[src/rtl/core/plar_ram.sv]
`timescale 1ns / 1ps
`default_nettype none
// ----------------------------------------------------------------------------
// plar_ram: generic simple dual-port RAM
// One write port, one read port with registered read data.
// ----------------------------------------------------------------------------
module plar_ram #(
    parameter int WIDTH = 8,
    parameter int DEPTH = 16
) (
    input  logic                     i_clk,
    input  logic                     i_we,
    input  logic [$clog2(DEPTH)-1:0] i_waddr,
    input  logic [WIDTH-1:0]         i_wdata,
    input  logic [$clog2(DEPTH)-1:0] i_raddr,
    output logic [WIDTH-1:0]         o_rdata
);

    logic [WIDTH-1:0] r_mem [DEPTH];
    logic [WIDTH-1:0] r_rdata;

    always_ff @(posedge i_clk) begin
        if (i_we) begin
            r_mem[i_waddr] <= i_wdata;
        end
        r_rdata <= r_mem[i_raddr];
    end

    assign o_rdata = r_rdata;

endmodule
`default_nettype wire

[config.mk]
export PLATFORM = sky130hd
export DESIGN_NAME = plar_ram
export DESIGN_NICKNAME = d
export VERILOG_FILES = /design/src/rtl/core/plar_ram.sv
export SDC_FILE = /design/constraint.sdc
export NUM_CORES = 1
export LEC_CHECK = 0
export BUFFER_PORTS_ARGS = -buffer_cell sky130_fd_sc_hd__buf_2
export CORE_MARGIN = 5
export CORE_UTILIZATION = 65
export DETAILED_ROUTE_END_ITERATION = 6
export GPL_ROUTABILITY_DRIVEN = 0
export HOLD_SLACK_MARGIN = 0.02
export PLACE_DENSITY = 0.84
export SETUP_SLACK_MARGIN = 0.5
export SLEW_MARGIN = 20
export SYNTH_ARGS = -nofsm -noshare
export SYNTH_HDL_FRONTEND = slang
export SYNTH_SLANG_ARGS = --single-unit
[constraint.sdc]
create_clock -name i_clk -period 3.4 [get_ports i_clk]
set_input_delay 0.51 -clock i_clk [delete_from_list [all_inputs] [get_ports i_clk]]
set_output_delay 0.51 -clock i_clk [all_outputs]
set_load 0.03 [all_outputs]
======== Yosys cells after proc, flatten, opt, wreduce, memory -nomap -nowiden ========
Memories as Yosys holds them, arrays and structs flattened. A register that Yosys moved wholly into a read port is not among the register bits.
Index checks and enable logic that the tools add are counted.
cells by class
  add/sub/neg operators ................... 0
  multiply operators ...................... 0
  divide/modulo/power cells ............... 0
  $lt $le $gt $ge ......................... 0
  eq/ne operators ......................... 0
  shifts and indexed selects .............. 0
  muxes and demuxes ....................... 2
  bitwise gates (word level) .............. 0
  reductions and logical operators ........ 0
operator list
  kind     count
  $mux W1  2
storage, ports and cells
  flip-flop bits (word level) ............. 0
  bits in latches ......................... 0
  RAM bits ................................ 128
  memory bits (read-only) ................. 0
  input port bits ......................... 18
  logic and storage cells ................. 3
  memories ................................ 1
memories
  name   depth  bits a word  read ports  clocked after memory_dff  wr ports  RTL line  text
  r_mem  16     8            1           1                         1         19        logic [WIDTH-1:0] r_mem [DEPTH];

======== Depth between registers and ports, before layout ========
  depth in word-level cells ............... 2
  mapped depth ............................ 5
  mapped depth without buffers ............ 3

======== Worst setup path after synthesis ========
Ideal clock, no wire load.
  path kind ............................... in2reg
  start ................................... input i_waddr[2]
  end ..................................... memory r_mem[0][0] (enable)
  library setup time ...................... 0.383 ns
  arrival time ............................ 1.620 ns
  data required time ...................... 3.017 ns
  setup slack ............................. 1.397 ns
  stages on the path ...................... 2
  buffers on the path ..................... 0
  path through ............................ or3b_2 nor3_1
RTL lines
  item             RTL line  text
  start, declared  13        input logic [$clog2(DEPTH)-1:0] i_waddr,
  end, declared    19
No word-level cell before the write port.

==> results.md <==
- Status: finished clean
- Worst setup path end: o_rdata[5]
- Worst r2r dst: o_rdata[5]
- Mapped Cells: roughly 230
- # setup viols final: 0
- PostCTS Resize Cnt: 0
- Insertion delay to the later sink of the worst-skew pair: 0.50 ns
- FF/Latch Area: around 4000 µm²
- Hold Path Depth: 1
- CP Max Fanout: 32
- Setup tns final: 0 ns
- Tcrit/Tclk final: 0.516
- Initial DRC count: approximately 210
- First-pass GRT wire length: 15700 µm
- Layout cells sized above 1: 0.285
- Ports: 26
- Per-cell routed wire length: 26.7 µm
- Die area: approximately 9800 µm²
- Post-Route WL: slightly above 10000 µm
- Relative slew slack: 0.361
- Crit path DAT: between 2 and 2.5 ns
- Worst r2r src: r_mem[1][5]
- Seq/Total Area, Yosys: 0.778
- Post-Route Skew: 0.0107 ns
- Crit. Startpoint: i_raddr[0]
- Slew Viols, Final: 0
- FF-to-FF setup slack: between 1.5 and 2 ns
- Clock sink count: between 100 and 150
- CP startpoint kind: input port
- CTS Buffer Depth: 2
- H-tree lvl count: 4
- Via-to-Cell Ratio: approximately 6.6
- Max Freq: approximately 0.57 GHz
- Hold_buf cts: 0
- #FFs+latches synth: between 100 and 150
- Syn Area/Cell: 22.5 µm²
- Ant diodes: 0
- Vias: 2523
- Initial Util: 0.666
- Post-route setup slack: 1.65 ns
- Max Cap Viol: 0
- Die X: around 99 µm
- Fill count: 375
- Most common cell after layout, fill and taps aside: edfxtp_1
- Largest net degree at the start of global routing: 33
- R2R depth: 3
- Syn Nets: 247
- Area growth, synth to finish: 16.8%
- Slew @ Worst Pin: 0.955 ns
- DRC violations left: 0
- Pleak: 2.03 nW
- Fin nets: roughly 290
- CTS tree: built
- Vias in the first global route: between 2000 and 3000
- WP data required: about 3.8 ns
- Worst VDD drop: roughly 0.00043 V
- Most frequent cells in the layout: 128 x edfxtp_1, 25 x buf_2, 18 x mux4_2, 16 x a22oi_1, 16 x clkbuf_16
- Dpl ws: 1.18 ns
- Core area: between 7000 and 8000 µm²
- Total congestion overflow: 0
- Total Power: about 0.004 W
- First-pass iteration count of the detailed router: 6
- Antenna viol nets, final: 0
- Final Util: 0.778
- Area of the multi-input gates: around 1100 µm²
- RSZ-0062 raised after global routing: false
- Root Buffer: clkbuf_8
- Post-CTS Repair Setup Buffers: 0
- Initial antenna violation count: 0
- Clock-pin slew on the worst setup and hold paths: 0.06 ns
- Yosys warns: 0
- Pwr dens: about 700 nW/µm²
- Type of the worst min-delay path: in -> reg
- Die Span Y: 99.0 µm
- Crit path time final: approximately 1.8 ns
- Mapped Area: approximately 5100 µm²
- Worst setup EP type: flip-flop
- I/O Buffers: 25
- Worst Path Class, Setup: in -> reg
- Detail Placement HPWL: ~5700 µm
- CTS buffer count: 17
- FP Rows: 32
- Netlist cell types: 19
- Final Hold Viols: 0
- GRT Resource Usage Total: 0.228
## cell usage after synthesis (all sizes together)
master / instances / area [µm²]
nand2: 9 / 33.8
nand3: 1 / 5.00
nor2b: 1 / 6.26
edfxtp: 128 / 3840
a22oi: 16 / 120
or3b: 1 / 8.76
and2b: 1 / 7.51
buf: 7 / 56.3
mux4: 32 / 773
nand2b: 2 / 12.5
nor2: 13 / 48.8
dfxtp: 8 / 160
clkdlybuf4s25: 3 / 30.0
nor3: 4 / 20.0
nand3b: 2 / 15.0
and2: 1 / 6.26
## area by class of cell
cell class / instances / share of cell area
timing repair buffer: 30 / 0.0270
clock inverter: 14 / 0.0408
multi-input combinational: 83 / 0.176
clock buffer: 18 / 0.0695
sequential: 136 / 0.666
tap: 102 / 0.0212
## metrics by stage
| step | hold slack, ns | area (µm²) | cells |
|---|---|---|---|
| floorplan | 0.609 | 5150 | 229 |
| global placement | 0.644 | 5350 | 351 |
| detailed placement | 0.658 | 5350 | 351 |
| CTS | 0.374 | 6010 | 383 |
| global route | 0.391 | 6010 | 383 |
| finish | 0.385 | 6010 | 383 |
## worst min path at each step
stage	startpoint	end	slack [ns]
final	i_wdata[4]	r_mem[2][4]	0.39
after global routing	i_wdata[3]	r_mem[12][3]	0.39
after CTS	i_wdata[4]	r_mem[4][4]	0.37
after detailed placement	r_mem[4][2]	o_rdata[2]	0.66
after global placement	r_mem[7][2]	o_rdata[2]	0.64
after floorplan	i_wdata[0]	r_mem[0][0]	0.61
## flip-flops by register name (all words and copies together), names as in the netlist
signal / cells
o_rdata: 8
r_mem: 128
## metal layers
metal,up-vias,global-route usage,wire length (µm)
li1,1051,-,-
met1,1299,0.322,4040
met2,151,0.350,5130
met3,22,0.0517,800
met4,0,0.0956,239
met5,-,0,0
## power by group
part / switching (W) / total [W] / internal (W)
clock: 0.000684 / 0.00203 / 0.00135
combinational: 0.000116 / 0.000185 / 0.0000683
sequential: 0.0000137 / 0.00189 / 0.00187
## worst max-delay path: stages
cell     delay (ns)
buf_2          0.07
buf_4          0.47
mux4_1         0.66
a22oi_1        0.29
nand2_1        0.11
## kinds of logic (layout without fill, tap and decap cells)
group | count (synthesis) | count (layout) | share of synthesized area
buffers and inverters | 10 | 62 | 0.0168
AO/OA/AOI/OAI | 16 | 16 | 0.0233
multiplexers | 32 | 32 | 0.150
flip-flops | 136 | 136 | 0.778
AND/OR/NAND/NOR | 35 | 35 | 0.0318
No activity file was read; power rests on OpenSTA's default activity.
