### config.mk
export PLATFORM = sky130hd
export DESIGN_NAME = plar_front
export DESIGN_NICKNAME = d
export VERILOG_FILES = /design/src/rtl/core/plar_pkg.sv /design/src/rtl/core/plar_front.sv
export SDC_FILE = /design/constraint.sdc
export NUM_CORES = 2
export LEC_CHECK = 0
export ABC_AREA = 1
export BUFFER_PORTS_ARGS = -buffer_cell sky130_fd_sc_hd__buf_2
export CAP_MARGIN = 10
export CORE_MARGIN = 2
export CORE_UTILIZATION = 45
export DETAILED_ROUTE_END_ITERATION = 6
export PLACE_DENSITY_LB_ADDON = 0.15
export SYNTH_ARGS = -nofsm -noshare
export SYNTH_HDL_FRONTEND = slang
export SYNTH_SLANG_ARGS = --single-unit
### constraint.sdc
create_clock -name i_clk -period 7.9 [get_ports i_clk]
set_input_delay 0 -clock i_clk [delete_from_list [all_inputs] [get_ports i_clk]]
set_output_delay 0 -clock i_clk [all_outputs]
set_load 0.1 [all_outputs]
### src/rtl/core/plar_pkg.sv
`timescale 1ns / 1ps
`default_nettype none
// ----------------------------------------------------------------------------
// plar_pkg: shared types and constants of the polyline resampler
// Holds the job descriptor between front and back and the register set.
// ----------------------------------------------------------------------------
package plar_pkg;

    localparam int LEN_W   = 28;   // arc length width
    localparam int CNT_W   = 7;    // vertex count, holds up to 127
    localparam int FIELD_W = 20;   // coordinate field width on the ports

    localparam logic [LEN_W-1:0] LEN_MAX = '1;

    // register indexes on the configuration port
    localparam logic [2:0] REG_DESIRED_STEP     = 3'd0;
    localparam logic [2:0] REG_COARSE_START     = 3'd1;
    localparam logic [2:0] REG_VIABILITY_MODE   = 3'd2;
    localparam logic [2:0] REG_MIN_FINAL_LENGTH = 3'd3;
    localparam logic [2:0] REG_GROUPING_LENGTH  = 3'd4;
    localparam logic [2:0] REG_MIN_VERTEX_COUNT = 3'd5;

    // viability test selection; any other code means the final length test
    localparam logic [1:0] MODE_COUNT    = 2'd0;
    localparam logic [1:0] MODE_GROUPING = 2'd1;

    typedef struct packed {
        logic [CNT_W-1:0] n;
        logic [LEN_W-1:0] len;
    } t_job;

    typedef struct packed {
        logic valid;
        t_job job;
    } t_job_q;

    typedef struct packed {
        logic [12:0] desired_step;
        logic        coarse_start;
        logic [1:0]  viability_mode;
        logic [19:0] min_final_length;
        logic [19:0] grouping_length;
        logic [6:0]  min_vertex_count;
    } t_cfg;

endpackage
`default_nettype wire

### src/rtl/core/plar_front.sv
`timescale 1ns / 1ps
`default_nettype none
// ----------------------------------------------------------------------------
// plar_front: vertex loader
// Accumulate segment lengths with an iterative square root, fill the stores
// and queue one job per polyline.
// ----------------------------------------------------------------------------
module plar_front #(
    parameter int MAX_VERTICES = 64,
    parameter int COORD_W      = 20
) (
    input  logic                          i_clk,
    input  logic                          i_rst_n,
    input  logic                          i_valid,
    output logic                          o_ready,
    input  logic [plar_pkg::FIELD_W-1:0]  i_px,
    input  logic [plar_pkg::FIELD_W-1:0]  i_py,
    input  logic [plar_pkg::FIELD_W-1:0]  i_pz,
    input  logic                          i_eol,
    output logic                          o_we,
    output logic [$clog2(MAX_VERTICES):0] o_waddr,
    output logic [3*COORD_W-1:0]          o_wvert,
    output logic [plar_pkg::LEN_W-1:0]    o_warc,
    output plar_pkg::t_job_q              o_job,
    input  logic                          i_pop
);

    localparam int IW   = $clog2(MAX_VERTICES);
    localparam int RW   = COORD_W + 1;
    localparam int SW   = 2 * RW;
    localparam int ITB  = $clog2(RW + 1);
    localparam int SUMW = ((plar_pkg::LEN_W > RW + 1) ? plar_pkg::LEN_W : RW + 1) + 1;
    localparam int LW   = plar_pkg::LEN_W;
    localparam int NCW  = plar_pkg::CNT_W;

    typedef enum logic [3:0] {
        F_IDLE = 4'b0001,
        F_SQ   = 4'b0010,
        F_ROOT = 4'b0100,
        F_FIN  = 4'b1000
    } t_fstate;

    t_fstate          r_state, n_state;
    logic [NCW-1:0]   r_cnt, n_cnt;
    logic [LW-1:0]    r_len, n_len;
    logic             r_bank, n_bank;
    logic [COORD_W-1:0] r_p [3];
    logic [COORD_W-1:0] r_prev [3];
    logic             r_eol;
    logic [SW-1:0]    r_sum, n_sum;
    logic [1:0]       r_c, n_c;
    logic [RW-1:0]    r_root, n_root;
    logic [RW+1:0]    r_srem, n_srem;
    logic [SW-1:0]    r_srad, n_srad;
    logic [ITB-1:0]   r_it, n_it;
    plar_pkg::t_job   r_qjob [2];
    logic             r_qhead, n_qhead;
    logic [1:0]       r_qcnt, n_qcnt;

    logic             accept, push, in_room;
    logic [COORD_W-1:0] pa, pb, d;
    logic [2*COORD_W-1:0] sq;
    logic [RW+1:0]    rem_t, trial;
    logic [RW:0]      seg;
    logic [SUMW-1:0]  acc;
    logic [LW-1:0]    new_len;
    plar_pkg::t_job   push_job;

    assign o_ready = (r_state == F_IDLE) && (r_qcnt != 2'd2);
    assign accept  = i_valid && o_ready;
    assign in_room = r_cnt < NCW'(MAX_VERTICES);

    always_comb begin
        pa    = r_p[r_c];
        pb    = r_prev[r_c];
        d     = (pa > pb) ? (pa - pb) : (pb - pa);
        sq    = d * d;
        rem_t = {r_srem[RW-1:0], r_srad[SW-1:SW-2]};
        trial = {r_root, 2'b01};
        seg   = {1'b0, r_root} + (RW+1)'(r_srem > (RW+2)'(r_root));
        acc   = SUMW'(r_len) + SUMW'(seg);
        if (r_cnt == '0) begin
            new_len = '0;
        end else if (acc > SUMW'(plar_pkg::LEN_MAX)) begin
            new_len = plar_pkg::LEN_MAX;
        end else begin
            new_len = acc[LW-1:0];
        end
    end

    always_comb begin
        n_state  = r_state;
        n_cnt    = r_cnt;
        n_len    = r_len;
        n_bank   = r_bank;
        n_sum    = r_sum;
        n_c      = r_c;
        n_root   = r_root;
        n_srem   = r_srem;
        n_srad   = r_srad;
        n_it     = r_it;
        push     = 1'b0;
        push_job = '{n: r_cnt, len: r_len};
        o_we     = 1'b0;
        case (r_state)
            F_IDLE: begin
                if (accept) begin
                    n_sum = '0;
                    n_c   = 2'd0;
                    if (r_cnt == '0 || !in_room) begin
                        n_state = F_FIN;
                    end else begin
                        n_state = F_SQ;
                    end
                end
            end
            F_SQ: begin
                n_sum = r_sum + SW'(sq);
                n_c   = r_c + 2'd1;
                if (r_c == 2'd2) begin
                    n_srad  = n_sum;
                    n_srem  = '0;
                    n_root  = '0;
                    n_it    = ITB'(RW);
                    n_state = F_ROOT;
                end
            end
            F_ROOT: begin
                // one root bit per cycle, remainder kept for rounding
                if (rem_t >= trial) begin
                    n_srem = rem_t - trial;
                    n_root = {r_root[RW-2:0], 1'b1};
                end else begin
                    n_srem = rem_t;
                    n_root = {r_root[RW-2:0], 1'b0};
                end
                n_srad = {r_srad[SW-3:0], 2'b00};
                n_it   = r_it - ITB'(1);
                if (r_it == ITB'(1)) begin
                    n_state = F_FIN;
                end
            end
            F_FIN: begin
                if (in_room) begin
                    o_we  = 1'b1;
                    n_cnt = r_cnt + NCW'(1);
                    n_len = new_len;
                end
                if (r_eol) begin
                    push     = 1'b1;
                    push_job = '{n: n_cnt, len: n_len};
                    n_cnt    = '0;
                    n_len    = '0;
                    n_bank   = ~r_bank;
                end
                n_state = F_IDLE;
            end
            default: n_state = F_IDLE;
        endcase
    end

    always_comb begin
        n_qhead = r_qhead;
        n_qcnt  = r_qcnt;
        if (i_pop) begin
            n_qhead = ~r_qhead;
        end
        case ({push, i_pop})
            2'b10:   n_qcnt = r_qcnt + 2'd1;
            2'b01:   n_qcnt = r_qcnt - 2'd1;
            default: n_qcnt = r_qcnt;
        endcase
    end

    assign o_waddr = {r_bank, r_cnt[IW-1:0]};
    assign o_wvert = {r_p[2], r_p[1], r_p[0]};
    assign o_warc  = new_len;
    assign o_job   = '{valid: (r_qcnt != 2'd0), job: r_qjob[r_qhead]};

    always_ff @(posedge i_clk) begin
        if (!i_rst_n) begin
            r_state <= F_IDLE;
            r_cnt   <= '0;
            r_len   <= '0;
            r_bank  <= 1'b0;
            r_qhead <= 1'b0;
            r_qcnt  <= 2'd0;
            r_it    <= '0;
            r_c     <= 2'd0;
        end else begin
            r_state <= n_state;
            r_cnt   <= n_cnt;
            r_len   <= n_len;
            r_bank  <= n_bank;
            r_qhead <= n_qhead;
            r_qcnt  <= n_qcnt;
            r_it    <= n_it;
            r_c     <= n_c;
        end
        r_sum  <= n_sum;
        r_root <= n_root;
        r_srem <= n_srem;
        r_srad <= n_srad;
        if (accept) begin
            r_p[0] <= COORD_W'(i_px);
            r_p[1] <= COORD_W'(i_py);
            r_p[2] <= COORD_W'(i_pz);
            r_eol  <= i_eol;
        end
        if (o_we) begin
            r_prev[0] <= r_p[0];
            r_prev[1] <= r_p[1];
            r_prev[2] <= r_p[2];
        end
        if (push) begin
            r_qjob[r_qhead ^ r_qcnt[0]] <= push_job;
        end
    end

endmodule
`default_nettype wire

== Yosys cells after proc, flatten, opt, wreduce, memory -nomap -nowiden ==
Memories as Yosys holds them, arrays and structs flattened. A register that Yosys moved wholly into a read port is not among the register bits.
Cells that the tools add are included.
Operators by class
  multiplexer cells: 45
  reductions and logical operators: 13
  magnitude comparators: 5
  bitwise gates (word level): 3
  $add $sub $neg: 11
  equality and inequality tests: 12
  multipliers: 1
Operators by type and width (count)
  $pmux 42 s2: 2
  $mux 28: 4
  $mux 42: 2
  $mux 35: 2
  $mux 23: 2
  $pmux 23 s2: 1
  $add 42x40->42: 1
  $pmux 21 s2: 1
  $mul 20x20->40: 1
  $sub 20x20->20: 2
  $add 28x22->29: 1
  $gt 29x28->1 const B: 1
  $ge 23x23->1: 1
  $gt 23x21->1: 1
  $sub 23x23->23: 1
  $add 21x1->22: 1
  $mux 21: 1
  $gt 20x20->1: 1
  $mux 20: 1
  $mux 4: 4
  $mux 7: 2
  $mux 1: 13
  $pmux 4 s3: 1
  $mux 2: 5
  25 further kinds: 38
Word-level totals
  bits in registers: 179
  input port bits: 65
  logic and storage cells: 106
  RAM bits: 190
  memories kept: 3
Memory list
  r_qjob: depth 2, bits a word 35, read ports 1, clocked after memory_dff 1, wr ports 1, line plar_front.sv:56  | plar_pkg::t_job r_qjob [2];
  r_p: depth 3, bits a word 20, read ports 4, clocked after memory_dff 1, wr ports 3, line plar_front.sv:47  | logic [COORD_W-1:0] r_p [3];
  r_prev: depth 3, bits a word 20, read ports 1, clocked after memory_dff 1, wr ports 3, line plar_front.sv:48  | logic [COORD_W-1:0] r_prev [3];

== Longest topological paths before layout ==
  word-level depth: 9
  gate-level depth with buffers: 50
  mapped depth without buffers: 46

== Worst setup path before layout ==
Ideal clock, no wire load.
  path kind: register to register
  start point: memory r_p[0][0]
  end point: register r_srad[26], data pin
  data required time: 7.633 ns
  clock period less this slack: 8.736 ns
  path buffers: 2
  setup slack: -0.836 ns
  stages on the path, launching flop included: 43
  data arrival time: 8.470 ns
  cell sequence: edfxtp_1 or2_2 o211ai_1 o21ai_0 inv_1 ha_1 inv_1 fa_1 nand2_1 nand2_1 nand4_1 nand3_2 nand2_4 inv_4 buf_6 o21ai_1 nand2_1 inv_1 (+7 left out) inv_1 fa_1 inv_1 fa_1 inv_1 fa_1 fa_1 ha_1 nand2_1 nor4_1 nand2_1 nand2_1 nand2_1 nand2_1 nand2_1 nand2_1 xor2_1 o21ai_0
RTL lines
  start, declared: line plar_front.sv:47
  end signal, assigned: line plar_front.sv:203  | r_srad <= n_srad;
  end, declared: line plar_front.sv:54  | logic [SW-1:0] r_srad, n_srad;

==> summary.md <==
| Metric | Value |
|---|---|
| IO Port Bufs | `197` |
| P&R area growth vs syn | `34.35%` |
| Worst setup margin | `-623.6 ps` |
| Largest net degree at the start of global routing | `83` |
| Total grt overflow | `0` |
| Placed cell area | `39890 sq um` |
| Placed insts | `5505` |
| Worst-Margin Slew | `1182 ps` |
| Post-Syn Area | `34040 sq um` |
| Critical path peak fanout | `8` |
| Status | `complete, but fails checks` |
| Root Driver | `clkbuf_16` |
| Critical path data required time | `8220 ps` |
| H-tree depth | `2` |
| Pre-antenna DRT Iters | `6` |
| Most frequent CP cell | `fa_1` |
| Sink Count | `372` |
| Clk pin slew, worst setup/hold paths | `60 ps` |
| Skew-Pair Late Insertion Delay | `600 ps` |
| Total core area | `74700 sq um` |
| Rel. slew slack | `20.93%` |
| Worst setup EP type | `register` |
| Vias in the first global route | `28840` |
| Row Count | `100` |
| Startpoint Class | `register` |
| R2R setup slack | `-620 ps` |
| Synth Net Count | `4579` |
| R2R depth | `39` |
| Final Skew | `24.54 ps` |
| # DRC | `0` |
| Delay of the slowest critical-path stage | `590 ps` |
| Initial antenna violation count | `0` |
| CTS tree | `built` |
| Hold Crit Depth | `2` |
| GPL Wtd Cong | `0.9692` |
| Setup TNS | `-27170 ps` |
| Sequential share of the synthesized area | `31.26%` |
| Post-layout instance area | `45730 sq um` |
| Detail Route Antenna Nets | `0` |
| CTS buffer count | `43` |
| Fin. max-slew vios | `0` |
| Flop and latch count out of synthesis | `372` |
| Setup slack at placement | `-1018 ps` |
| Critical path class | `register to register` |
| Die area | `77860 sq um` |
| Crit path to | `r_srad[34]$_DFFE_PP_` |
| Setup violations, final | `59` |
| Total number of vias | `28720` |
| Worst EP arrival | `8840 ps` |
| Worst min-delay path class | `input port to register` |
| Cells after Synth | `3952` |
| Routed WL per cell | `17.36 microns` |
| Mean Syn Cell Area | `8.613 sq um` |
| Clk buf depth | `3` |
| Final std cells w/o fill | `5746` |
| Drt first-iter violations | `1802` |
| Failing checks | `setup timing` |
| Starting density of the core | `45.57%` |
| Synth cell types | `49` |
| WL final | `99730 microns` |
| Final hold vios | `0` |
| Maxcap violations | `0` |
| F_max | `117.3 MHz` |
| Synth warn | `0` |
| Fin crit period | `8524 ps` |
| Diode count | `0` |
| Ratio of cells with drive above 1 in the final layout | `32.41%` |
| Slowest cell on crit path | `fa_1` |
| Vias per cell | `4.998` |
| First-pass GRT wire length | `154600 microns` |
| # nets final | `5369` |
| RSZ-0062 raised after global routing | `yes` |
| I/O Pins | `198` |
| DIE WIDTH | `279.0 microns` |
| Die Height | `279.0 microns` |
| Period utilisation layout | `107.9%` |
| GRT Util Overall | `25.16%` |
| HPWL after detailed placement | `77230 microns` |
| R2r endpoint | `r_srad[34]$_DFFE_PP_` |
## flip-flops by register name (all words and copies together), names as in the netlist, 21 cells and up, named ones only
name,count
r_sum,42
r_srem,23
r_p,60
r_len,28
r_srad,42
r_prev,60
r_qjob,70
r_root,21
## Yosys cell counts (all sizes together)
cell    number  area (sq um)
nor4         6         37.54
nand4       25         156.4
clkbuf      65         244.0
a22oi        2         15.01
nand3      125         630.6
o211ai      41         307.8
and2         1         6.260
nand3b       8         72.57
o21ai      262          1326
a21boi       6         45.04
or2         45         281.5
and3         3         18.77
inv        812          3055
xnor2       46         402.9
ha         238          2978
edfxtp     319          9579
a21oi      227          1136
buf         54         377.9
nor3        23         125.1
o221ai       1         8.760
fa         324          6486
o21a         5         37.54
nor2       393          1638
xor2        55         481.7
a21o        12         90.09
o22ai        1         6.260
mux2        35         394.1
clkinv       6         22.52
dfxtp       53          1061
o21bai      12         93.84
nand2      732          2828
a31oi       15         93.84
## how the worst min path moves through the flow
stage | end | from | slack (ps)
detailed placement | r_p[1][10]$_DFFE_PP_ | i_py[10] | 180
floorplan | r_state[0]$_SDFFE_PN1P_ | i_rst_n | 90
global route | r_p[0][11]$_DFFE_PP_ | i_px[11] | 90
finish | r_p[0][10]$_DFFE_PP_ | i_px[10] | 110
CTS | r_p[0][9]$_DFFE_PP_ | i_px[9] | 70
global placement | r_p[1][1]$_DFFE_PP_ | i_py[1] | 180
## critical path: cells and delay by family (launching register included)
family                     cells  cell delay [ps]
AOI/OAI and AO/OA              6              820
adders and majority gates      9             4300
buffers and inverters          9             1090
DFF                            1              390
and+or+nand+nor               15             1610
## metal layers
layer | GRT usage (%) | vias to the layer above | wire length, microns
li1 | - | 14080 | -
met1 | 34.45 | 13800 | 44000
met2 | 42.36 | 679 | 48320
met3 | 3.339 | 163 | 4682
met4 | 6.176 | 0 | 2725
met5 | 0 | - | 0
## metrics by stage
step                      hold slack [ps]  util (%)
final                               114.9     61.22
after global routing                92.65     61.22
after detailed placement            178.1     53.40
after CTS                           74.33     58.27
after floorplan                     85.57         -
after global placement              177.2     53.40
## kinds of logic (layout without fill, tap and decap cells)
kind of cell | Yosys count | count (layout) | share of synthesized area, %
adder cells (fa/ha/maj) | 562 | 562 | 27.80
multiplexers | 35 | 35 | 1.158
AO/OA/AOI/OAI | 584 | 584 | 9.285
flip-flops | 372 | 372 | 31.26
buffers and inverters | 937 | 1762 | 10.87
XOR/XNOR | 101 | 101 | 2.599
AND/OR/NAND/NOR | 1361 | 1361 | 17.02
## cell type report
| type | count | area [sq um] |
|---|---|---|
| fill | 6367 | 28970 |
| multi-input combinational | 2643 | 22540 |
| sequential | 372 | 10650 |
| timing repair buffer | 863 | 6815 |
| inverter | 818 | 3151 |
| tap | 969 | 1212 |
| clock buffer | 54 | 1117 |
| clock inverter | 26 | 244.0 |
| timing repair inverter | 1 | 8.758 |
## repair_timing
item | in CTS | in global routing
pin swaps | 110 | 128
resized for setup | 374 | 422
hold endpoints to repair | 73 | 0
hold buffers | 64 | 0
gates cloned | 1 | 6
buffers inserted | 36 | 57
endpoints found under the setup margin | 66 | 70
## placed cells by master (no fill, tap or decap), types with 21 or more instances in the layout
cell type	count
mux2_2	35
ha_1	179
fa_1	303
dfxtp_1	51
o21ai_2	33
buf_12	23
ha_4	49
nand4_1	25
inv_1	733
or2_2	29
clkbuf_16	48
o211ai_1	41
nand3_1	108
nand2_4	39
xor2_1	39
edfxtp_1	319
buf_6	45
a21oi_1	160
buf_2	197
a21oi_2	45
nor2_1	253
fa_2	21
nor2_2	74
nor2_4	66
nand2_2	76
inv_2	61
o21ai_1	61
dlygate4sd3_1	64
buf_4	514
nand2_1	613
o21ai_0	157
a21oi_4	22
xnor2_1	36
Power is not shown: default switching activity piles up to over one toggle a cycle in this logic, so the estimate is an artifact.
