===== src/rtl/core/plar_pkg.sv =====
`timescale 1ns / 1ps
`default_nettype none
// ----------------------------------------------------------------------------
// plar_pkg: shared types and constants of the polyline resampler
// Holds the job descriptor between front and back and the register set.
// ----------------------------------------------------------------------------
package plar_pkg;

    localparam int LEN_W   = 28;   // arc length width
    localparam int CNT_W   = 7;    // vertex count, holds up to 127
    localparam int FIELD_W = 20;   // coordinate field width on the ports

    localparam logic [LEN_W-1:0] LEN_MAX = '1;

    // register indexes on the configuration port
    localparam logic [2:0] REG_DESIRED_STEP     = 3'd0;
    localparam logic [2:0] REG_COARSE_START     = 3'd1;
    localparam logic [2:0] REG_VIABILITY_MODE   = 3'd2;
    localparam logic [2:0] REG_MIN_FINAL_LENGTH = 3'd3;
    localparam logic [2:0] REG_GROUPING_LENGTH  = 3'd4;
    localparam logic [2:0] REG_MIN_VERTEX_COUNT = 3'd5;

    // viability test selection; any other code means the final length test
    localparam logic [1:0] MODE_COUNT    = 2'd0;
    localparam logic [1:0] MODE_GROUPING = 2'd1;

    typedef struct packed {
        logic [CNT_W-1:0] n;
        logic [LEN_W-1:0] len;
    } t_job;

    typedef struct packed {
        logic valid;
        t_job job;
    } t_job_q;

    typedef struct packed {
        logic [12:0] desired_step;
        logic        coarse_start;
        logic [1:0]  viability_mode;
        logic [19:0] min_final_length;
        logic [19:0] grouping_length;
        logic [6:0]  min_vertex_count;
    } t_cfg;

endpackage
`default_nettype wire


===== src/rtl/core/plar_div.sv =====
`timescale 1ns / 1ps
`default_nettype none
// ----------------------------------------------------------------------------
// plar_div: restoring divider, one quotient bit per cycle
// Requires the numerator shifted right by QW to be below the divisor.
// ----------------------------------------------------------------------------
module plar_div #(
    parameter int NW = 55,
    parameter int DW = 34,
    parameter int QW = 28
) (
    input  logic          i_clk,
    input  logic          i_rst_n,
    input  logic          i_start,
    input  logic [NW-1:0] i_num,
    input  logic [DW-1:0] i_den,
    output logic          o_done,
    output logic [QW-1:0] o_quo,
    output logic [DW-1:0] o_rem
);

    localparam int CB = $clog2(QW + 1);

    logic [DW:0]   r_rem, n_rem;
    logic [DW-1:0] r_den, n_den;
    logic [QW-1:0] r_quo, n_quo;
    logic [CB-1:0] r_cnt, n_cnt;
    logic          r_busy, n_busy;
    logic          r_done, n_done;
    logic [DW:0]   trial;
    logic          ge;

    always_comb begin
        trial  = {r_rem[DW-1:0], r_quo[QW-1]};
        ge     = trial >= {1'b0, r_den};
        n_rem  = r_rem;
        n_den  = r_den;
        n_quo  = r_quo;
        n_cnt  = r_cnt;
        n_busy = r_busy;
        n_done = 1'b0;
        if (i_start) begin
            n_rem  = (DW+1)'(i_num >> QW);
            n_den  = i_den;
            n_quo  = i_num[QW-1:0];
            n_cnt  = CB'(QW);
            n_busy = 1'b1;
        end else if (r_busy) begin
            n_rem = ge ? (trial - {1'b0, r_den}) : trial;
            n_quo = {r_quo[QW-2:0], ge};
            n_cnt = r_cnt - CB'(1);
            if (r_cnt == CB'(1)) begin
                n_busy = 1'b0;
                n_done = 1'b1;
            end
        end
    end

    always_ff @(posedge i_clk) begin
        if (!i_rst_n) begin
            r_busy <= 1'b0;
            r_done <= 1'b0;
            r_cnt  <= '0;
        end else begin
            r_busy <= n_busy;
            r_done <= n_done;
            r_cnt  <= n_cnt;
        end
        r_rem <= n_rem;
        r_den <= n_den;
        r_quo <= n_quo;
    end

    assign o_done = r_done;
    assign o_quo  = r_quo;
    assign o_rem  = r_rem[DW-1:0];

endmodule
`default_nettype wire


===== src/rtl/core/plar_back.sv =====
`timescale 1ns / 1ps
`default_nettype none
// ----------------------------------------------------------------------------
// plar_back: resampling sequencer
// Take one job, work out count and viability, then walk the stores and
// interpolate each output vertex with the shared divider.
// ----------------------------------------------------------------------------
module plar_back #(
    parameter int MAX_VERTICES    = 64,
    parameter int COORD_W         = 20,
    parameter int COORD_FRAC_BITS = 8
) (
    input  logic                          i_clk,
    input  logic                          i_rst_n,
    input  plar_pkg::t_cfg                i_cfg,
    input  plar_pkg::t_job_q              i_job,
    output logic                          o_pop,
    output logic [$clog2(MAX_VERTICES):0] o_raddr,
    input  logic [3*COORD_W-1:0]          i_rvert,
    input  logic [plar_pkg::LEN_W-1:0]    i_rarc,
    output logic                          o_valid,
    input  logic                          i_ready,
    output logic [plar_pkg::FIELD_W-1:0]  o_qx,
    output logic [plar_pkg::FIELD_W-1:0]  o_qy,
    output logic [plar_pkg::FIELD_W-1:0]  o_qz,
    output logic                          o_viable,
    output logic                          o_truncated,
    output logic                          o_last
);

    localparam int IW  = $clog2(MAX_VERTICES);
    localparam int LW  = plar_pkg::LEN_W;
    localparam int NCW = plar_pkg::CNT_W;
    localparam int FW  = plar_pkg::FIELD_W;
    localparam int PW  = LW + IW;
    localparam int QW  = (LW > COORD_W + 1) ? LW : COORD_W + 1;
    localparam int NW  = COORD_W + PW + 1;
    localparam int SZW = QW + 2;
    localparam logic [PW-1:0] COARSE_STEP = PW'(1) << (COORD_FRAC_BITS - 2);

    typedef enum logic [14:0] {
        B_IDLE = 15'b000000000000001,
        B_QST  = 15'b000000000000010,
        B_DIVQ = 15'b000000000000100,
        B_RDV  = 15'b000000000001000,
        B_LDV  = 15'b000000000010000,
        B_OUT  = 15'b000000000100000,
        B_NEXT = 15'b000000001000000,
        B_SRD  = 15'b000000010000000,
        B_SMUL = 15'b000000100000000,
        B_SCMP = 15'b000001000000000,
        B_L0   = 15'b000010000000000,
        B_L1   = 15'b000100000000000,
        B_MUL  = 15'b001000000000000,
        B_NUM  = 15'b010000000000000,
        B_CPRD = 15'b100000000000000
    } t_bstate;

    // the interpolation divide reuses B_QST/B_DIVQ style handshakes below
    t_bstate          r_state, n_state;
    logic             r_cdiv, n_cdiv;     // divider busy on a coordinate
    logic             r_cst, n_cst;       // start pulse for a coordinate
    logic             r_bank;
    logic [NCW-1:0]   r_n;
    logic [LW-1:0]    r_len;
    logic [PW-1:0]    r_step;
    logic [IW-1:0]    r_m, r_i, r_j, r_vidx;
    logic             r_via, r_tr, r_lastf;
    logic [PW-1:0]    r_target, r_prod, r_a0m, r_den, r_num;
    logic [LW-1:0]    r_a0, r_a1;
    logic [COORD_W-1:0] r_v0 [3];
    logic [COORD_W-1:0] r_v1 [3];
    logic [COORD_W-1:0] r_res [3];
    logic [1:0]       r_c;
    logic [NW-1:0]    r_mprod;
    logic             r_ovalid;
    logic [FW-1:0]    r_oq [3];
    logic             r_oviable, r_otr, r_olast;

    logic [COORD_W-1:0] vrd [3];
    logic [PW-1:0]    n_step;
    logic             div_start, div_done;
    logic [NW-1:0]    div_num;
    logic [PW-1:0]    div_den;
    logic [QW-1:0]    div_quo;
    logic [PW-1:0]    div_rem;
    logic [SZW-1:0]   size;
    logic             rnd, sat, via, out_free, load_out, up;
    logic [COORD_W-1:0] va, vb, mag;
    logic [IW-1:0]    i_nxt;
    logic [IW-1:0]    raddr;

    assign vrd[0] = i_rvert[COORD_W-1:0];
    assign vrd[1] = i_rvert[2*COORD_W-1:COORD_W];
    assign vrd[2] = i_rvert[3*COORD_W-1:2*COORD_W];

    assign out_free = !r_ovalid || i_ready;
    assign load_out = (r_state == B_OUT) && out_free;
    assign o_pop    = load_out && r_lastf;

    always_comb begin
        n_step = i_cfg.coarse_start ? COARSE_STEP : PW'(i_cfg.desired_step);
        if (n_step == '0) begin
            n_step = PW'(1);
        end
        // count = rounded len/step plus one, capped at the store depth
        rnd  = {div_rem, 1'b0} > {1'b0, r_step};
        size = SZW'(div_quo) + SZW'(rnd) + SZW'(1);
        sat  = size > SZW'(MAX_VERTICES);
        if (sat) begin
            size = SZW'(MAX_VERTICES);
        end
        case (i_cfg.viability_mode)
            plar_pkg::MODE_COUNT:    via = NCW'(size) >= i_cfg.min_vertex_count;
            plar_pkg::MODE_GROUPING: via = r_len > LW'(i_cfg.grouping_length);
            default:                 via = r_len > LW'(i_cfg.min_final_length);
        endcase
        va    = r_v0[r_c];
        vb    = r_v1[r_c];
        up    = vb >= va;
        mag   = up ? (vb - va) : (va - vb);
        i_nxt = r_i + IW'(1);
        case (r_state)
            B_RDV:   raddr = r_vidx;
            B_SCMP:  raddr = r_j - IW'(1);
            default: raddr = r_j;
        endcase
        div_start = (r_state == B_QST) || r_cst;
        div_num   = (r_state == B_QST) ? NW'(r_len) : (r_mprod + NW'(r_den >> 1));
        div_den   = (r_state == B_QST) ? r_step : r_den;
    end

    assign o_raddr = {r_bank, raddr};

    plar_div #(
        .NW (NW),
        .DW (PW),
        .QW (QW)
    ) u_div (
        .i_clk   (i_clk),
        .i_rst_n (i_rst_n),
        .i_start (div_start),
        .i_num   (div_num),
        .i_den   (div_den),
        .o_done  (div_done),
        .o_quo   (div_quo),
        .o_rem   (div_rem)
    );

    always_comb begin
        n_state = r_state;
        n_cdiv  = r_cdiv;
        n_cst   = 1'b0;
        case (r_state)
            B_IDLE: begin
                if (i_job.valid) begin
                    if (i_job.job.n < NCW'(2) || PW'(i_job.job.len) < n_step) begin
                        n_state = B_OUT;
                    end else begin
                        n_state = B_QST;
                    end
                end
            end
            B_QST:  n_state = B_DIVQ;
            B_DIVQ: if (div_done) n_state = B_RDV;
            B_RDV:  n_state = B_LDV;
            B_LDV:  n_state = B_OUT;
            B_OUT: begin
                if (out_free) begin
                    n_state = r_lastf ? B_IDLE : B_NEXT;
                end
            end
            B_NEXT: n_state = (i_nxt == r_m) ? B_RDV : B_SRD;
            B_SRD:  n_state = B_SMUL;
            B_SMUL: n_state = B_SCMP;
            B_SCMP: begin
                if (NCW'(r_j) < r_n - NCW'(1) && r_prod < r_target) begin
                    n_state = B_SRD;
                end else begin
                    n_state = B_L0;
                end
            end
            B_L0:   n_state = B_L1;
            B_L1:   n_state = B_MUL;
            B_MUL:  n_state = B_NUM;
            B_NUM:  n_state = B_CPRD;
            B_CPRD: begin
                // multiply, then start the divide and wait for its result
                if (!r_cdiv) begin
                    n_cdiv = 1'b1;
                    n_cst  = 1'b1;
                end else if (div_done) begin
                    n_cdiv = 1'b0;
                    if (r_c == 2'd2) begin
                        n_state = B_OUT;
                    end
                end
            end
            default: n_state = B_IDLE;
        endcase
    end

    always_ff @(posedge i_clk) begin
        if (!i_rst_n) begin
            r_state  <= B_IDLE;
            r_cdiv   <= 1'b0;
            r_cst    <= 1'b0;
            r_bank   <= 1'b0;
            r_ovalid <= 1'b0;
            r_lastf  <= 1'b0;
            r_c      <= 2'd0;
        end else begin
            r_state <= n_state;
            r_cdiv  <= n_cdiv;
            r_cst   <= n_cst;
            if (o_pop) begin
                r_bank <= ~r_bank;
            end
            if (load_out) begin
                r_ovalid <= 1'b1;
            end else if (i_ready) begin
                r_ovalid <= 1'b0;
            end
            case (r_state)
                B_IDLE: begin
                    if (i_job.valid) begin
                        r_lastf <= (i_job.job.n < NCW'(2)) ||
                                   (PW'(i_job.job.len) < n_step);
                    end
                end
                B_DIVQ:  if (div_done) r_lastf <= 1'b0;
                B_NEXT:  if (i_nxt == r_m) r_lastf <= 1'b1;
                B_NUM:   r_c <= 2'd0;
                B_CPRD: begin
                    if (r_cdiv && div_done) begin
                        r_c <= r_c + 2'd1;
                    end
                end
                default: r_lastf <= r_lastf;
            endcase
        end

        if (load_out) begin
            r_oq[0]   <= FW'(r_res[0]);
            r_oq[1]   <= FW'(r_res[1]);
            r_oq[2]   <= FW'(r_res[2]);
            r_oviable <= r_via;
            r_otr     <= r_tr;
            r_olast   <= r_lastf;
        end

        case (r_state)
            B_IDLE: begin
                r_n    <= i_job.job.n;
                r_len  <= i_job.job.len;
                r_step <= n_step;
                r_via  <= 1'b0;
                r_tr   <= 1'b0;
                r_res[0] <= '0;
                r_res[1] <= '0;
                r_res[2] <= '0;
            end
            B_DIVQ: begin
                if (div_done) begin
                    r_m      <= IW'(size - SZW'(1));
                    r_tr     <= sat;
                    r_via    <= via;
                    r_vidx   <= '0;
                    r_i      <= '0;
                    r_j      <= IW'(1);
                    r_target <= '0;
                end
            end
            B_LDV: begin
                r_res[0] <= vrd[0];
                r_res[1] <= vrd[1];
                r_res[2] <= vrd[2];
            end
            B_NEXT: begin
                r_i      <= i_nxt;
                r_target <= r_target + PW'(r_len);
                r_vidx   <= IW'(r_n - NCW'(1));
            end
            B_SMUL: begin
                r_a1   <= i_rarc;
                r_prod <= PW'(i_rarc) * PW'(r_m);
            end
            B_SCMP: begin
                if (NCW'(r_j) < r_n - NCW'(1) && r_prod < r_target) begin
                    r_j <= r_j + IW'(1);
                end
            end
            B_L0: begin
                r_a0    <= i_rarc;
                r_v0[0] <= vrd[0];
                r_v0[1] <= vrd[1];
                r_v0[2] <= vrd[2];
            end
            B_L1: begin
                r_v1[0] <= vrd[0];
                r_v1[1] <= vrd[1];
                r_v1[2] <= vrd[2];
            end
            B_MUL: begin
                r_a0m <= PW'(r_a0) * PW'(r_m);
                r_den <= PW'(r_a1 - r_a0) * PW'(r_m);
            end
            B_NUM: begin
                r_num <= r_target - r_a0m;
                if (r_den == '0) begin
                    r_den <= PW'(1);
                end
            end
            B_CPRD: begin
                if (!r_cdiv) begin
                    r_mprod <= NW'(mag) * NW'(r_num);
                end else if (div_done) begin
                    r_res[r_c] <= up ? (va + COORD_W'(div_quo)) : (va - COORD_W'(div_quo));
                end
            end
            default: r_m <= r_m;
        endcase
    end

    assign o_valid     = r_ovalid;
    assign o_qx        = r_oq[0];
    assign o_qy        = r_oq[1];
    assign o_qz        = r_oq[2];
    assign o_viable    = r_oviable;
    assign o_truncated = r_otr;
    assign o_last      = r_olast;

endmodule
`default_nettype wire


===== config.mk =====
export PLATFORM = sky130hd
export DESIGN_NAME = plar_back
export DESIGN_NICKNAME = d
export VERILOG_FILES = /design/src/rtl/core/plar_pkg.sv /design/src/rtl/core/plar_div.sv /design/src/rtl/core/plar_back.sv
export SDC_FILE = /design/constraint.sdc
export NUM_CORES = 2
export LEC_CHECK = 0
export ABC_AREA = 1
export CAP_MARGIN = 25
export CORE_ASPECT_RATIO = 0.5
export CORE_MARGIN = 2
export CORE_UTILIZATION = 50
export CTS_CLUSTER_DIAMETER = 50
export DETAILED_ROUTE_END_ITERATION = 8
export DONT_BUFFER_PORTS = 1
export PLACE_DENSITY_LB_ADDON = 0.25
export REMOVE_ABC_BUFFERS = 1
export SLEW_MARGIN = 0
export SYNTH_ARGS = -nofsm -noshare
export SYNTH_HDL_FRONTEND = slang
export SYNTH_SLANG_ARGS = --single-unit

===== constraint.sdc =====
create_clock -name i_clk -period 10 [get_ports i_clk]
set_input_delay 0 -clock i_clk [delete_from_list [all_inputs] [get_ports i_clk]]
set_output_delay 0 -clock i_clk [all_outputs]
set_load 0.02 [all_outputs]

## Word-level counts from Yosys, hierarchy flattened

Memory sizes are Yosys's and may differ from the RTL's. A register that Yosys moved wholly into a read port is not among the register bits.
Index checks and enable logic that the tools add are counted.

- Add/subtract/negate cells: 18
- $mul: 4
- $lt $le $gt $ge: 11
- Equality and inequality tests: 29
- Muxes and demuxes: 80
- Bitwise gates (word level): 7
- Reduce and logical (&&, ||, !) cells: 32

Operators with widths:

| operator | count |
|---|---|
| $pmux W15 S15 | 1 |
| $mux W34 | 4 |
| $pmux W34 S2 | 2 |
| $mux W20 | 6 |
| $mux W15 | 6 |
| $logic_not A34 Y1 | 2 |
| $mul A28 B6 Y34 | 2 |
| $sub A34 B34 Y34 | 2 |
| $sub A20 B20 Y20 | 3 |
| $gt A28 B20 Y1 | 2 |
| $mux W28 | 2 |
| $add A54 B33 Y55 | 1 |
| $mux W55 | 1 |
| $mul A20 B34 Y54 | 1 |
| $mux W27 | 2 |
| $pmux W6 S2 | 4 |
| $ge A35 B34 Y1 | 1 |
| $gt A35 B34 Y1 | 1 |
| $add A34 B28 Y34 | 1 |
| $lt A34 B34 Y1 | 1 |
| $mul A29 B7 Y34 | 1 |
| $add A29 B1 Y30 const B | 1 |
| $gt A30 B7 Y1 const B | 1 |
| $add A28 B1 Y29 | 1 |
| other kinds (59) | 132 |

- Bits in registers: 503
- RAM bits: 240
- Input port bits: 190
- Output and inout bits: 72
- Logic and storage cells: 220
- Memories: 4

Memories:

| name | words | bits a word | rd ports | clocked after memory_dff | write ports | RTL line | text |
|---|---|---|---|---|---|---|---|
| r_oq | 3 | 20 | 3 | 0 | 3 | plar_back.sv:77 | `logic [FW-1:0] r_oq [3];` |
| r_res | 3 | 20 | 3 | 0 | 3 | plar_back.sv:73 | `logic [COORD_W-1:0] r_res [3];` |
| r_v0 | 3 | 20 | 1 | 1 | 3 | plar_back.sv:71 | `logic [COORD_W-1:0] r_v0 [3];` |
| r_v1 | 3 | 20 | 1 | 1 | 3 | plar_back.sv:72 | `logic [COORD_W-1:0] r_v1 [3];` |

## Depth between registers and ports, before layout

- Word-level depth: 9
- Gate-level depth with buffers: 48
- Mapped depth without buffers: 43

## Hierarchy

Synthesis repeated with hierarchy kept, for this count alone.

- Cell total of the unflattened synthesis: 9677
- Area, all modules: 81370.5 µm²

Modules (own cells, without submodules):

| module | times used | cells each | area an instance (µm²) | sequential area each (µm²) |
|---|---|---|---|---|
| plar_back | 1 | 8700 | 74096.1 | 18407.7 |
| plar_div | 1 | 977 | 7274.5 | 2952.8 |

## Worst setup path before layout

No wires, ideal clock.

- Path kind: register to register
- Start: register (tool-made name)
- End: register r_mprod[47] (data pin)
- Library setup time: 265 ps
- Arrival time: 8451 ps
- Required time: 9735 ps
- Path slack: 1284 ps
- Cell stages (with the launch flop): 41
- Path buffers: 4
- Clock period less this slack: 8716 ps
- Cell sequence: dfxtp_1 > inv_1 > clkbuf_1 > buf_1 > o211ai_1 > o21ai_0 > ha_1 > inv_1 > fa_1 > inv_1 > o21ai_1 > nand4_1 > nand4_4 > inv_2 > buf_2 > o21ai_1 > nand2_1 > buf_2 > [... 5 more ...] > inv_1 > fa_1 > fa_1 > fa_1 > inv_1 > fa_1 > inv_1 > ha_1 > a21oi_1 > nand2_1 > nand2_1 > nand2_1 > nand2_1 > nand2_1 > nand3b_1 > a21oi_1 > o21ai_0 > xor2_1

RTL lines:

| item | RTL line | text |
|---|---|---|
| to (signal assigned) | plar_back.sv:316 | `r_mprod <= NW'(mag) * NW'(r_num);` |
| to (decl) | plar_back.sv:75 | `logic [NW-1:0] r_mprod;` |

==> flow_summary.json <==
{
  "cts_sinks": 724,
  "worstSkewPairLatency_ps": 700,
  "synth_area_leaders": "edfxtp_1 (25%), fa_1 (22%), ha_1 (10%)",
  "slew_violations": 0,
  "syn_inst": 9589,
  "end_kind": "flop",
  "vias": 67909,
  "critPathMaxStageDelay_ps": 580,
  "antenna_found_initial": 17,
  "synth_most_common_cell": "nand2_1",
  "ys_warn_count": 0,
  "fill_cells": 14903,
  "first_pass_iters": 8,
  "crit_slowest_cell": "fa_1",
  "grt.overflow.total": 0,
  "synth_cell_types": 78,
  "fin_ws_ps": 322,
  "place_congestion": 1.01,
  "ioPinCount": 262,
  "drt_iter0_drc": 7111,
  "post-route-min-period_ps": 9680,
  "cp.required_ps": 10400,
  "nets": 11540,
  "syn-mean-instance-area_um2": 8.44,
  "drive_above_1_share_pct": 5.20,
  "ys.flop_type": "edfxtp_1",
  "drt_wl_total_mm": 271,
  "yosysSeqAreaShare_pct": 26.4,
  "max-slew-margin-rel_pct": 24.8,
  "wl_per_cell_um": 22.5,
  "viasPerCell": 5.64,
  "finalClockSkew_ps": 55.2,
  "hpwl_mm": 219,
  "synth_top_area_cell": "edfxtp_1",
  "tightestPinTransition_ps": 1130,
  "synth-compound-area-share_pct": 10.0,
  "path_common_cell": "fa_1",
  "die_area_mm2": 0.165,
  "synth_top_family_by_area": "adder cells",
  "cts_tree": "built",
  "synthXorXnorAreaFrac_pct": 3.41,
  "outcome": "finished, final reports clean",
  "grt_usage_pct": 32.8,
  "fp.dieW_um": 573,
  "synth_commonest_cells": "nand2_1 (1899), inv_1 (1822), nor2_1 (911)",
  "rows": 104,
  "synth-simple-area-share_pct": 17.7,
  "async_flop_share_pct": 0,
  "p_switching_mw": 3.33,
  "core_mm2": 0.161,
  "setup.worst_path.class": "flop to flop",
  "clock_path_buffers": 3,
  "placed_cells": 11671,
  "cts-root-buf": "clkbuf_16",
  "pre_cts_ws_ps": -189,
  "hp-start": "i_rvert[41]",
  "synth_fa_ha_area_share_pct": 32.4,
  "p_per_area_mw_per_mm2": 108,
  "drv_cap": 0,
  "setup_viol": 0,
  "grt_pass1_vias": 66645,
  "initial_core_util_pct": 50.3,
  "area_growth_pct": 9.92,
  "stdcell_count": 12044,
  "sequentialPowerShare_pct": 42.7,
  "worstSetupStartpointType": "flop",
  "cp_max_fo": 24,
  "top_layer_used": "met5",
  "postRouteAntennaNets": 0,
  "synthMuxAreaShare_pct": 0.0124,
  "synth-edff-count": 686,
  "rsz0062_at_grt": "true",
  "dr_wl_met2_mm": 117,
  "clkPwrFrac_pct": 32.3,
  "grt_max_degree": 70,
  "port_buffers": 0,
  "p_comb_share_pct": 25.0,
  "intPower_mw": 6.29,
  "die_h_um": 288,
  "timing.final.crit_share_pct": 96.8,
  "synth.top_cell.area_share_pct": 25.5,
  "swShare_pct": 34.6,
  "met1_length_mm": 120,
  "synth.cell_area_mm2": 0.0809,
  "holdCritPathClass": "primary input to flop",
  "ys_ff_latch": 724,
  "arrival_ps": 10070,
  "cts_buffers": 82,
  "clk_pin_slew_ps": 60,
  "p_leak_nw": 42.3,
  "grt_pass1_wl_mm": 411,
  "final_hold_viol_count": 0,
  "routed-wl-met3_mm": 27.6,
  "htreeDepth": 3,
  "drc": 0,
  "fmax_mhz": 103,
  "ir_worst_vdd_v": 0.000147
}
-- critical path: cells and delay by family (launching register included) --
| family | cells | cell delay, ps |
|---|---|---|
| flip-flops | 1 | 330 |
| AO/OA/AOI/OAI | 10 | 1830 |
| adder cells (fa/ha/maj) | 9 | 4630 |
| buffers and inverters | 7 | 890 |
| AND/OR/NAND/NOR | 6 | 970 |
| XOR/XNOR | 2 | 710 |
-- layer usage --
metal | GRT usage [%] | up-vias
met5 | 0 | -
met4 | 7.23 | 2
met3 | 6.24 | 415
met2 | 50.4 | 3132
met1 | 48.3 | 33312
li1 | - | 31048
-- stage by stage --
stage	cell area [µm²]	setup TNS, ps	util [%]	total power, mW	hold slack [ps]
after floorplan	79800	0	-	5.52	69.0
after global placement	83800	-530	52.1	6.30	77.4
after detailed placement	83900	-189	52.2	6.39	87.0
after CTS	88700	0	55.2	9.58	0.468
after global routing	88900	-78.3	55.3	10.0	8.50
final	88900	0	55.3	9.62	29.0
-- power groups by stage --
stage                     Sequential [mW]  Combinational [mW]  Clock, mW
after global routing                 4.12                2.65       3.27
after global placement               4.16                2.14          0
final                                4.11                2.41       3.10
after floorplan                      3.97                1.55          0
after CTS                            4.09                2.34       3.15
after detailed placement             4.15                2.23          0
-- sequential cells by signal, indices dropped and copies added (netlist names), 54 cells and up, named ones only --
name     flops
r_oq        60
r_v0        60
r_mprod     54
r_v1        60
r_res       60
-- cell type report --
class	count	area [µm²]	share of cell area (%)
multi-input combinational	6758	51600	58.1
timing repair buffer	365	3440	3.87
antenna	7	17.5	0.0197
inverter	1864	7020	7.90
sequential	724	21400	24.0
tap	2173	2720	3.06
clock inverter	56	609	0.685
clock buffer	97	2130	2.39
-- cell usage in the layout (no fill, tap or decap), types with 141 or more instances in the layout --
master and count:
xor2_1 212, inv_1 1813, nor2_1 905, dlygate4sd3_1 209
ha_1 650, nand2_1 1895, buf_4 141, fa_1 904
a21oi_1 561, nand3_1 256, edfxtp_1 686, o21ai_0 433
-- worst paths after layout --
check | end | slack [ps] | cells past startpoint
hold reg to reg | r_oq[0][5] | 380 | 0
setup reg to reg | r_mprod[24] | 320 | 34
setup / recovery | r_mprod[24] | 320 | 34
hold / removal | r_v0[2][1] | 30 | 1
-- timing repair --
item,CTS,global route
hold endpoints to repair,326,0
hold buffers,209,0
setup buffers,0,2
gates resized for setup,4,46
pin swaps,0,4
endpoints found under the setup margin,2,34
-- cells by family (layout without fill, tap and decap cells) --
kind of cell / Yosys count / in the layout
adder cells (fa/ha/maj): 1555 / 1555
XOR/XNOR: 310 / 310
flip-flops: 724 / 724
AND/OR/NAND/NOR: 3466 / 3466
other: 0 / 7
buffers and inverters: 2107 / 2382
multiplexers: 1 / 1
AO/OA/AOI/OAI: 1426 / 1426
No activity file was read; power rests on OpenSTA's default activity.
